===== src/design/pdd_pkg.sv =====
// shared types, constants and arithmetic helpers of the pid differential drive block
`default_nettype none

package pdd_pkg;

	localparam int PWM_SLICES  = 32;
	localparam int SLICE_W     = $clog2(PWM_SLICES);
	localparam int DUTY_W      = 6;
	localparam int DUTY_MIN    = 1;
	localparam int DUTY_MAX    = 32;
	localparam int EFFORT_ONE  = 16384;
	localparam int ACC_W       = 40;
	localparam int QUEUE_DEPTH = 4;
	localparam int QPTR_W      = $clog2(QUEUE_DEPTH);
	localparam int QCNT_W      = $clog2(QUEUE_DEPTH + 1);
	localparam int CFG_INDEX_W = 4;
	localparam int CFG_DATA_W  = 16;

	localparam logic [CFG_INDEX_W-1:0] CFG_PROP_GAIN   = 4'd0;
	localparam logic [CFG_INDEX_W-1:0] CFG_INTEG_GAIN  = 4'd1;
	localparam logic [CFG_INDEX_W-1:0] CFG_DERIV_GAIN  = 4'd2;
	localparam logic [CFG_INDEX_W-1:0] CFG_RSTEER_GAIN = 4'd3;
	localparam logic [CFG_INDEX_W-1:0] CFG_RBASE_GAIN  = 4'd4;
	localparam logic [CFG_INDEX_W-1:0] CFG_LSTEER_GAIN = 4'd5;
	localparam logic [CFG_INDEX_W-1:0] CFG_LBASE_GAIN  = 4'd6;
	localparam logic [CFG_INDEX_W-1:0] CFG_BASE_SPEED  = 4'd7;

	localparam logic signed [15:0] RST_PROP_GAIN   = 16'sd256;
	localparam logic signed [15:0] RST_INTEG_GAIN  = 16'sd0;
	localparam logic signed [15:0] RST_DERIV_GAIN  = 16'sd0;
	localparam logic signed [15:0] RST_RSTEER_GAIN = 16'sd2560;
	localparam logic signed [15:0] RST_RBASE_GAIN  = 16'sd256;
	localparam logic signed [15:0] RST_LSTEER_GAIN = 16'sd2560;
	localparam logic signed [15:0] RST_LBASE_GAIN  = 16'sd256;
	localparam logic [DUTY_W-1:0]  RST_BASE_SPEED  = 6'd18;

	localparam logic OP_SAMPLE = 1'b0;
	localparam logic OP_TICK   = 1'b1;

	typedef struct packed {
		logic               op;
		logic signed [15:0] error_sample;
		logic               sample_valid;
	} pdd_in_t;

	typedef struct packed {
		logic               right_drive;
		logic               left_drive;
		logic [DUTY_W-1:0]  right_level;
		logic [DUTY_W-1:0]  left_level;
		logic signed [15:0] effort;
	} pdd_out_t;

	typedef struct packed {
		logic signed [15:0] prop_gain;
		logic signed [15:0] integ_gain;
		logic signed [15:0] deriv_gain;
		logic signed [15:0] right_steer_gain;
		logic signed [15:0] right_base_gain;
		logic signed [15:0] left_steer_gain;
		logic signed [15:0] left_base_gain;
		logic [DUTY_W-1:0]  base_speed;
	} pdd_cfg_t;

	typedef struct packed {
		logic               is_tick;
		logic               shift;
		logic signed [15:0] error;
	} pdd_cmd_t;

	typedef struct packed {
		logic full;
		logic empty;
	} pdd_qstat_t;

	function automatic logic signed [15:0] clamp_effort(input logic signed [ACC_W-1:0] acc);
		logic signed [ACC_W-9:0] q;
		begin
			q = acc[ACC_W-1:8];
			if (q > EFFORT_ONE) begin
				return 16'(EFFORT_ONE);
			end else if (q < -EFFORT_ONE) begin
				return 16'(-EFFORT_ONE);
			end
			return 16'(q);
		end
	endfunction

	function automatic logic [DUTY_W-1:0] make_duty(input logic signed [ACC_W-1:0] acc);
		logic signed [ACC_W-23:0] q;
		begin
			q = acc[ACC_W-1:22];
			if (q > DUTY_MAX) begin
				return DUTY_W'(DUTY_MAX);
			end else if (q < DUTY_MIN) begin
				return DUTY_W'(DUTY_MIN);
			end
			return DUTY_W'(q);
		end
	endfunction

endpackage

`default_nettype wire


===== src/design/pdd_front.sv =====
// front end: input classification, queue push and configuration register file
`default_nettype none

module pdd_front (
	input  wire                                clk,
	input  wire                                arst_n,
	input  wire                                in_valid,
	output logic                               in_stall,
	input  pdd_pkg::pdd_in_t                   in_data,
	input  wire                                cfg_valid,
	output logic                               cfg_ready,
	input  wire  [pdd_pkg::CFG_INDEX_W-1:0]    cfg_index,
	input  wire  [pdd_pkg::CFG_DATA_W-1:0]     cfg_data,
	input  pdd_pkg::pdd_qstat_t                q_stat,
	output logic                               push,
	output pdd_pkg::pdd_cmd_t                  push_cmd,
	output pdd_pkg::pdd_cfg_t                  cfg
);

	pdd_pkg::pdd_cfg_t cfg_q;
	logic              cfg_wr;

	assign in_stall  = q_stat.full;
	assign push      = in_valid && !q_stat.full;
	assign cfg_ready = 1'b1;
	assign cfg_wr    = cfg_valid && cfg_ready;
	assign cfg       = cfg_q;

	always_comb begin
		push_cmd.is_tick = (in_data.op == pdd_pkg::OP_TICK);
		push_cmd.shift   = (in_data.op == pdd_pkg::OP_SAMPLE) && in_data.sample_valid;
		push_cmd.error   = in_data.error_sample;
	end

	always_ff @(posedge clk or negedge arst_n) begin
		if (!arst_n) begin
			cfg_q.prop_gain        <= pdd_pkg::RST_PROP_GAIN;
			cfg_q.integ_gain       <= pdd_pkg::RST_INTEG_GAIN;
			cfg_q.deriv_gain       <= pdd_pkg::RST_DERIV_GAIN;
			cfg_q.right_steer_gain <= pdd_pkg::RST_RSTEER_GAIN;
			cfg_q.right_base_gain  <= pdd_pkg::RST_RBASE_GAIN;
			cfg_q.left_steer_gain  <= pdd_pkg::RST_LSTEER_GAIN;
			cfg_q.left_base_gain   <= pdd_pkg::RST_LBASE_GAIN;
			cfg_q.base_speed       <= pdd_pkg::RST_BASE_SPEED;
		end else if (cfg_wr) begin
			case (cfg_index)
				pdd_pkg::CFG_PROP_GAIN:   cfg_q.prop_gain        <= cfg_data;
				pdd_pkg::CFG_INTEG_GAIN:  cfg_q.integ_gain       <= cfg_data;
				pdd_pkg::CFG_DERIV_GAIN:  cfg_q.deriv_gain       <= cfg_data;
				pdd_pkg::CFG_RSTEER_GAIN: cfg_q.right_steer_gain <= cfg_data;
				pdd_pkg::CFG_RBASE_GAIN:  cfg_q.right_base_gain  <= cfg_data;
				pdd_pkg::CFG_LSTEER_GAIN: cfg_q.left_steer_gain  <= cfg_data;
				pdd_pkg::CFG_LBASE_GAIN:  cfg_q.left_base_gain   <= cfg_data;
				pdd_pkg::CFG_BASE_SPEED:  cfg_q.base_speed       <= cfg_data[pdd_pkg::DUTY_W-1:0];
				default: begin
				end
			endcase
		end
	end

endmodule

`default_nettype wire


===== src/design/pdd_queue.sv =====
// short command queue between the front end and the back end
`default_nettype none

module pdd_queue (
	input  wire                  clk,
	input  wire                  arst_n,
	input  wire                  push,
	input  pdd_pkg::pdd_cmd_t    push_cmd,
	input  wire                  pop,
	output pdd_pkg::pdd_cmd_t    head,
	output pdd_pkg::pdd_qstat_t  q_stat
);

	pdd_pkg::pdd_cmd_t                entry_q [pdd_pkg::QUEUE_DEPTH];
	logic [pdd_pkg::QPTR_W-1:0]       wr_ptr_q;
	logic [pdd_pkg::QPTR_W-1:0]       rd_ptr_q;
	logic [pdd_pkg::QCNT_W-1:0]       count_q;

	assign head         = entry_q[rd_ptr_q];
	assign q_stat.full  = (count_q == pdd_pkg::QCNT_W'(pdd_pkg::QUEUE_DEPTH));
	assign q_stat.empty = (count_q == '0);

	always_ff @(posedge clk) begin
		if (push) begin
			entry_q[wr_ptr_q] <= push_cmd;
		end
	end

	always_ff @(posedge clk or negedge arst_n) begin
		if (!arst_n) begin
			wr_ptr_q <= '0;
			rd_ptr_q <= '0;
			count_q  <= '0;
		end else begin
			if (push) begin
				wr_ptr_q <= (wr_ptr_q == pdd_pkg::QPTR_W'(pdd_pkg::QUEUE_DEPTH - 1)) ?
					'0 : wr_ptr_q + 1'b1;
			end
			if (pop) begin
				rd_ptr_q <= (rd_ptr_q == pdd_pkg::QPTR_W'(pdd_pkg::QUEUE_DEPTH - 1)) ?
					'0 : rd_ptr_q + 1'b1;
			end
			if (push && !pop) begin
				count_q <= count_q + 1'b1;
			end else if (pop && !push) begin
				count_q <= count_q - 1'b1;
			end
		end
	end

endmodule

`default_nettype wire


===== src/design/pdd_back.sv =====
// back end: pid multiply-accumulate sequencer, drive mixing, pwm slice counter, result register
`default_nettype none

module pdd_back (
	input  wire                  clk,
	input  wire                  arst_n,
	input  pdd_pkg::pdd_cfg_t    cfg,
	input  pdd_pkg::pdd_qstat_t  q_stat,
	input  pdd_pkg::pdd_cmd_t    head,
	output logic                 pop,
	output logic                 out_valid,
	input  wire                  out_stall,
	output pdd_pkg::pdd_out_t    out_data
);

	localparam int ACC_W = pdd_pkg::ACC_W;
	localparam int SLICE_W = pdd_pkg::SLICE_W;
	localparam int CMP_W = (SLICE_W > pdd_pkg::DUTY_W) ? SLICE_W + 1 : pdd_pkg::DUTY_W + 1;

	localparam logic [3:0] ST_IDLE  = 4'd0;
	localparam logic [3:0] ST_DIFF  = 4'd1;
	localparam logic [3:0] ST_P     = 4'd2;
	localparam logic [3:0] ST_I     = 4'd3;
	localparam logic [3:0] ST_D     = 4'd4;
	localparam logic [3:0] ST_SUM   = 4'd5;
	localparam logic [3:0] ST_CLAMP = 4'd6;
	localparam logic [3:0] ST_MR    = 4'd7;
	localparam logic [3:0] ST_RB    = 4'd8;
	localparam logic [3:0] ST_ML    = 4'd9;
	localparam logic [3:0] ST_RD    = 4'd10;
	localparam logic [3:0] ST_LB    = 4'd11;
	localparam logic [3:0] ST_LD    = 4'd12;

	logic [3:0]                     state_q;
	logic signed [15:0]             eo_q;
	logic signed [15:0]             ep_q;
	logic signed [15:0]             en_q;
	logic signed [15:0]             effort_q;
	logic [pdd_pkg::DUTY_W-1:0]     right_duty_q;
	logic [pdd_pkg::DUTY_W-1:0]     left_duty_q;
	logic [SLICE_W-1:0]             slice_q;
	logic signed [16:0]             d1_q;
	logic signed [17:0]             d2_q;
	logic signed [ACC_W-1:0]        acc_q;
	logic signed [ACC_W-1:0]        prod_q;
	logic                           out_valid_q;
	pdd_pkg::pdd_out_t              out_q;

	logic                           out_free;
	logic [SLICE_W-1:0]             slice_next;
	logic signed [15:0]             mul_a;
	logic signed [20:0]             mul_b;
	logic signed [36:0]             mul_p;
	logic signed [ACC_W-1:0]        mul_ext;
	logic signed [20:0]             base_term;
	logic [pdd_pkg::DUTY_W-1:0]     left_duty_new;

	assign out_valid = out_valid_q;
	assign out_data  = out_q;
	assign out_free  = !out_valid_q || !out_stall;
	assign pop       = (state_q == ST_IDLE) && !q_stat.empty && out_free;

	assign slice_next = (slice_q == SLICE_W'(pdd_pkg::PWM_SLICES - 1)) ? '0 : slice_q + 1'b1;
	assign base_term  = $signed({1'b0, cfg.base_speed, 14'b0});
	assign mul_p      = mul_a * mul_b;
	assign mul_ext    = {{(ACC_W-37){mul_p[36]}}, mul_p};
	assign left_duty_new = pdd_pkg::make_duty(acc_q);

	always_comb begin
		mul_a = cfg.prop_gain;
		mul_b = {{4{d1_q[16]}}, d1_q};
		case (state_q)
			ST_I: begin
				mul_a = cfg.integ_gain;
				mul_b = {{5{en_q[15]}}, en_q};
			end
			ST_D: begin
				mul_a = cfg.deriv_gain;
				mul_b = {{3{d2_q[17]}}, d2_q};
			end
			ST_MR: begin
				mul_a = cfg.right_steer_gain;
				mul_b = {{5{effort_q[15]}}, effort_q};
			end
			ST_RB: begin
				mul_a = cfg.right_base_gain;
				mul_b = base_term;
			end
			ST_ML: begin
				mul_a = cfg.left_steer_gain;
				mul_b = {{5{effort_q[15]}}, effort_q};
			end
			ST_RD: begin
				mul_a = cfg.left_base_gain;
				mul_b = base_term;
			end
			default: begin
			end
		endcase
	end

	// datapath registers
	always_ff @(posedge clk) begin
		prod_q <= mul_ext;
		case (state_q)
			ST_DIFF: begin
				d1_q  <= {en_q[15], en_q} - {ep_q[15], ep_q};
				d2_q  <= {{2{en_q[15]}}, en_q} - {ep_q[15], ep_q, 1'b0} + {{2{eo_q[15]}}, eo_q};
				acc_q <= {{(ACC_W-24){effort_q[15]}}, effort_q, 8'b0};
			end
			ST_I, ST_D, ST_SUM, ST_ML, ST_LB: begin
				acc_q <= acc_q + prod_q;
			end
			ST_RB: begin
				acc_q <= -prod_q;
			end
			ST_RD: begin
				acc_q <= prod_q;
			end
			default: begin
			end
		endcase
	end

	always_ff @(posedge clk or negedge arst_n) begin
		if (!arst_n) begin
			state_q      <= ST_IDLE;
			eo_q         <= '0;
			ep_q         <= '0;
			en_q         <= '0;
			effort_q     <= '0;
			right_duty_q <= '0;
			left_duty_q  <= '0;
			slice_q      <= '0;
			out_valid_q  <= 1'b0;
			out_q        <= '0;
		end else begin
			if (out_valid_q && !out_stall) begin
				out_valid_q <= 1'b0;
			end
			case (state_q)
				ST_IDLE: begin
					if (pop) begin
						if (head.is_tick) begin
							slice_q           <= slice_next;
							out_valid_q       <= 1'b1;
							out_q.right_drive <= (CMP_W'(slice_next) < CMP_W'(right_duty_q));
							out_q.left_drive  <= (CMP_W'(slice_next) < CMP_W'(left_duty_q));
							out_q.right_level <= right_duty_q;
							out_q.left_level  <= left_duty_q;
							out_q.effort      <= effort_q;
						end else begin
							if (head.shift) begin
								eo_q <= ep_q;
								ep_q <= en_q;
								en_q <= head.error;
							end
							state_q <= ST_DIFF;
						end
					end
				end
				ST_DIFF:  state_q <= ST_P;
				ST_P:     state_q <= ST_I;
				ST_I:     state_q <= ST_D;
				ST_D:     state_q <= ST_SUM;
				ST_SUM:   state_q <= ST_CLAMP;
				ST_CLAMP: begin
					effort_q <= pdd_pkg::clamp_effort(acc_q);
					state_q  <= ST_MR;
				end
				ST_MR:    state_q <= ST_RB;
				ST_RB:    state_q <= ST_ML;
				ST_ML:    state_q <= ST_RD;
				ST_RD: begin
					right_duty_q <= pdd_pkg::make_duty(acc_q);
					state_q      <= ST_LB;
				end
				ST_LB:    state_q <= ST_LD;
				ST_LD: begin
					left_duty_q       <= left_duty_new;
					out_valid_q       <= 1'b1;
					out_q.right_drive <= 1'b0;
					out_q.left_drive  <= 1'b0;
					out_q.right_level <= right_duty_q;
					out_q.left_level  <= left_duty_new;
					out_q.effort      <= effort_q;
					state_q           <= ST_IDLE;
				end
				default:  state_q <= ST_IDLE;
			endcase
		end
	end

	a_pop_only_idle: assert property (@(posedge clk) disable iff (!arst_n)
		pop |-> (state_q == ST_IDLE) && !q_stat.empty)
		else $error("queue popped while busy or empty");

	a_effort_range: assert property (@(posedge clk) disable iff (!arst_n)
		(effort_q <= 16'sd16384) && (effort_q >= -16'sd16384))
		else $error("effort out of range");

	a_level_range: assert property (@(posedge clk) disable iff (!arst_n)
		out_valid_q |-> (out_q.right_level <= 6'(pdd_pkg::DUTY_MAX))
			&& (out_q.left_level <= 6'(pdd_pkg::DUTY_MAX)))
		else $error("duty level out of range");

	a_sample_result: assert property (@(posedge clk) disable iff (!arst_n)
		(state_q == ST_LD) |=> out_valid_q && !out_q.right_drive && !out_q.left_drive
			&& (out_q.left_level != '0) && (out_q.right_level != '0))
		else $error("sample result not delivered with lines low");

endmodule

`default_nettype wire


===== src/design/pid_differential_drive_pwm.sv =====
// top level of the pid line follower with differential drive pwm
// Two item kinds share one input channel. A tick item advances the pwm slice counter
// (wrapping at PWM_SLICES) and reports both motor line levels; it passes the queue, and its
// result is registered as it is popped, while the back end stays in its idle state.
// A sample item updates the error history and runs the incremental pid step and the
// right and left drive mixing through one shared 16x21 multiplier and a 40-bit
// accumulator; once popped it runs twelve sequencer steps, at the end of which its result
// (lines low, new duties, new effort) is registered. A four-entry queue behind the input
// lets items be taken while the back end works or the result waits to be taken.
// Configuration writes are always ready; indices above seven are ignored.
`default_nettype none

module pid_differential_drive_pwm (
	input  wire                               clk,
	input  wire                               arst_n,
	input  wire                               in_valid,
	output logic                              in_stall,
	input  pdd_pkg::pdd_in_t                  in_data,
	output logic                              out_valid,
	input  wire                               out_stall,
	output pdd_pkg::pdd_out_t                 out_data,
	input  wire                               cfg_valid,
	output logic                              cfg_ready,
	input  wire  [pdd_pkg::CFG_INDEX_W-1:0]   cfg_index,
	input  wire  [pdd_pkg::CFG_DATA_W-1:0]    cfg_data
);

	pdd_pkg::pdd_qstat_t q_stat;
	pdd_pkg::pdd_cmd_t   push_cmd;
	pdd_pkg::pdd_cmd_t   head;
	pdd_pkg::pdd_cfg_t   cfg;
	logic                push;
	logic                pop;

	pdd_front u_front (
		.clk       (clk),
		.arst_n    (arst_n),
		.in_valid  (in_valid),
		.in_stall  (in_stall),
		.in_data   (in_data),
		.cfg_valid (cfg_valid),
		.cfg_ready (cfg_ready),
		.cfg_index (cfg_index),
		.cfg_data  (cfg_data),
		.q_stat    (q_stat),
		.push      (push),
		.push_cmd  (push_cmd),
		.cfg       (cfg)
	);

	pdd_queue u_queue (
		.clk      (clk),
		.arst_n   (arst_n),
		.push     (push),
		.push_cmd (push_cmd),
		.pop      (pop),
		.head     (head),
		.q_stat   (q_stat)
	);

	pdd_back u_back (
		.clk       (clk),
		.arst_n    (arst_n),
		.cfg       (cfg),
		.q_stat    (q_stat),
		.head      (head),
		.pop       (pop),
		.out_valid (out_valid),
		.out_stall (out_stall),
		.out_data  (out_data)
	);

endmodule

`default_nettype wire

===== config.mk =====
export PLATFORM = sky130hd
export DESIGN_NAME = pid_differential_drive_pwm
export DESIGN_NICKNAME = d
export VERILOG_FILES = /design/src/design/pdd_pkg.sv /design/src/design/pdd_front.sv /design/src/design/pdd_queue.sv /design/src/design/pdd_back.sv /design/src/design/pid_differential_drive_pwm.sv
export SDC_FILE = /design/constraint.sdc
export NUM_CORES = 2
export LEC_CHECK = 0
export BUFFER_PORTS_ARGS = -buffer_cell sky130_fd_sc_hd__buf_2
export CAP_MARGIN = 40
export CORE_MARGIN = 3
export CORE_UTILIZATION = 40
export DETAILED_ROUTE_END_ITERATION = 10
export PLACE_DENSITY = 0.65
export SKIP_CTS_REPAIR_TIMING = 1
export SLEW_MARGIN = 0
export SYNTH_ARGS = -nofsm -noshare
export SYNTH_HDL_FRONTEND = slang
export SYNTH_SLANG_ARGS = --single-unit
export TNS_END_PERCENT = 20

===== constraint.sdc =====
create_clock -name clk -period 8.9 [get_ports clk]
set_clock_uncertainty 0.2 [all_clocks]
set_input_delay 0.89 -clock clk [delete_from_list [all_inputs] [get_ports clk]]
set_output_delay 0.89 -clock clk [all_outputs]
set_load 0.01 [all_outputs]

==> results.md <==
* RD Place Congestion at ~0.96
* Initial antenna violation count at 2
* Num CTS Buffers at 46
* Synth top area cells: fa_1 (21%), dfrtp_1 (17%), edfxtp_1 (13%)
* Avg Inst Size Synth at roughly 10 um^2
* Port Buf Inserts at 74
* DR pass1 iterations at 8
* FP Rows at 105
* Clk Latency, worst-skew pair at roughly 0.59 ns
* Synthesized instance count at 3240
* H-tree depth at 2
* Share of the synthesized area in the top cell type at 0.211
* Post-detail-place hpwl at roughly 68 mm
* Root Buffer: clkbuf_16
* Max FO, Critical Path at 9
* IO Pins at 76
* Flops & latches, synth at approximately 430
* CTS tree: built
* Die height at just under 300 um
* Area growth from synthesis to layout at 11.1%
* Buf/Inv on CP at 6
* Starting density of the core at 0.405
* Sequential cell area at between 10000 and 15000 um^2
* Worst-Margin Slew at about 0.98 ns
* Top delay family on crit path: adder cells
* Max-cap violation count at 0
* Share of cells above drive strength 1 at 0.136
* Hold Violations, Final at 0
* Worst EP required at roughly 9 ns
* CP max stage delay at about 0.53 ns
* Startpoint Class: flop
* Final period utilization at 0.958
* Vias in the first global route at roughly 24000
* Largest net degree at the start of global routing at between 100 and 150
* Post-Syn Area at roughly 33000 um^2
* Setup WS pre-CTS at roughly 0.21 ns
* Die width at slightly below 300 um
* Clk buf depth at 3
* Via Count at 23800
* Final Critical Period at about 8.5 ns
* Critical path endpoint category: flop
* Syn nets at 3815
* Core ar. at between 80000 and 90000 um^2
* Clock net sink count at 425
* Fill cells at around 7700
* DRC viols at 0
* Hold WC Path Type: in2async
* Setup ws final at roughly 0.37 ns
* Global Route Usage Sum at 0.202
* DR iter-0 viols at slightly above 2000
* R2r setup slk at approximately 0.37 ns
* Die area at roughly 87000 um^2
* DR vias/cell at 5.36
* Total grt overflow at 0
* Rel. slew slack at 0.350
* Outcome: finished clean
* Yosys cell types at 77
* Final setup violating endpoints at 0
* Post-DRT Antenna Nets at 0
* First-pass GRT wire length at ~140 mm
* Setup CP Type: reg2reg
* EDFF count, synth at approximately 150
* Most used cell, CP: fa_1
* Max-slew violations at 0
* Clock transition at path regs at approximately 0.06 ns
* Seq/Total Area, Yosys at 0.336
* Worst EP arrival at 8.77 ns
* Yosys warning total at 0
* Post-layout nets at between 3000 and 4000
* Asr flop ratio synth at 0.567
* Cell taking the most area after synthesis: fa_1
* Slowest cell on the critical path: fa_1
* Final wirelength at slightly below 90 mm
* Area of the multi-input gates at 19900 um^2
* Primary FF master, synth: dfrtp_1
* DR WL/cell at 19.5 um
* Fmax at 0.117 GHz
## cells by family (layout without fill, tap and decap cells)
| family | after synthesis | count (layout) | synth area share |
|---|---|---|---|
| adder cells (fa/ha/maj) | 532 | 532 | 0.279 |
| XOR/XNOR | 128 | 128 | 0.0336 |
| buffers and inverters | 615 | 742 | 0.0695 |
| multiplexers | 179 | 179 | 0.0664 |
| AO/OA/AOI/OAI | 514 | 514 | 0.105 |
| AND/OR/NAND/NOR | 846 | 846 | 0.111 |
| flip-flops | 425 | 425 | 0.336 |
| other | 1 | 2 | 0.000112 |
## worst register-to-register path: cells and delay by family (launching register included)
kind	cells	cell delay, ns
AOI/OAI and AO/OA	10	2.75
buffers and inverters	6	0.68
and+or+nand+nor	5	0.78
xor gates and xnor gates	1	0.14
DFF	1	0.44
adders and majority gates	7	3.43
## routing by layer
metal / part of all wire / global-route usage / vias to the layer above
met5: 0.00023 / 0 / -
met4: 0.030 / 0.0593 / 2
met3: 0.080 / 0.0454 / 168
met2: 0.45 / 0.323 / 791
met1: 0.44 / 0.276 / 11900
li1: - / - / 11000
## worst paths after layout
path | startpoint | end | depth (start not counted)
setup / recovery | u_back.state_q[2]$_DFFE_PN0P_ | u_back.prod_q[36]$_DFF_P_ | 29
hold reg to reg | u_queue.count_q[2]$_DFFE_PN0P_ | u_queue.count_q[2]$_DFFE_PN0P_ | 1
hold / removal | arst_n | u_front.cfg[79]$_DFFE_PN0P_ | 1
min in group clk | u_queue.count_q[2]$_DFFE_PN0P_ | u_queue.count_q[2]$_DFFE_PN0P_ | 1
setup reg to reg | u_back.state_q[2]$_DFFE_PN0P_ | u_back.prod_q[36]$_DFF_P_ | 29
max in group asynchronous | arst_n | u_back.out_data[13]$_DFFE_PN0P_ | 2
## synthesized netlist by cell type, drive strengths merged, types with 17 or more instances
library cell	n
a21o	50
nand4	17
dfxtp	37
a21oi	116
dfrtp	232
nor3	43
mux2	157
inv	498
nor2	268
clkbuf	98
and2	26
edfxtp	147
a222oi	47
o21ai	134
nand3	31
xnor2	87
nand2b	30
fa	351
buf	19
nor2b	20
nand2	344
ha	181
mux4	18
xor2	41
## placed cells by master, fill, tap and decap left out, drive strengths merged, types with 13 or more instances in the layout
| cell | instances |
|---|---|
| xor2 | 41 |
| buf | 157 |
| a21o | 50 |
| nand2 | 344 |
| o21ai | 134 |
| a21oi | 116 |
| mux2 | 157 |
| a31oi | 15 |
| nand3 | 31 |
| dfrtp | 232 |
| dfxtp | 37 |
| and2 | 26 |
| clkbuf | 66 |
| o21bai | 16 |
| fa | 351 |
| ha | 181 |
| a22o | 16 |
| nor3 | 43 |
| nor4 | 16 |
| nor2b | 20 |
| o21a | 13 |
| nand4 | 17 |
| or2 | 13 |
| edfxtp | 147 |
| clkinv | 13 |
| mux4 | 18 |
| nor2 | 268 |
| xnor2 | 87 |
| a222oi | 47 |
| inv | 501 |
| nand2b | 30 |
## final cells by class
class / count / area share
multi-input cells: 2200 / 0.538
flip-flops and latches: 425 / 0.302
inverters: 498 / 0.0504
well taps: 1070 / 0.0361
clock buffers: 65 / 0.0355
repair buffers: 158 / 0.0306
clock inverters: 21 / 0.00696
diodes: 1 / 0.0000675
## flip-flops by register name, indices dropped and copies added, names as in the netlist, 3 cells and up
register	flops
u_back.slice_q	5
u_back.right_duty_q	6
u_back.out_data	30
u_queue.entry_q	72
u_back.state_q	4
u_back.acc_q	40
u_queue.count_q	3
u_back.d2_q	18
u_back.d1_q	17
u_back.eo_q	16
u_back.prod_q	37
u_back.effort_q	16
u_back.ep_q	16
u_back.left_duty_q	6
u_back.en_q	16
u_front.cfg	118
## per-stage QoR
stage | cells | util | setup TNS (ns) | hold WS, ns | instance area [um^2]
final | 4438 | 0.450 | 0 | 0.165 | 37100
after detailed placement | 4349 | 0.430 | 0 | 0.280 | 35400
after floorplan | 3240 | - | 0 | 0.256 | 33300
after global routing | 4437 | 0.450 | -0.00385 | 0.223 | 37100
after CTS | 4435 | 0.449 | 0 | 0.181 | 37000
after global placement | 4339 | 0.428 | 0 | 0.284 | 35200
Power is left out: the tool's default activity adds up to more than one toggle a clock period on the data nets, which glitch-free logic cannot reach.
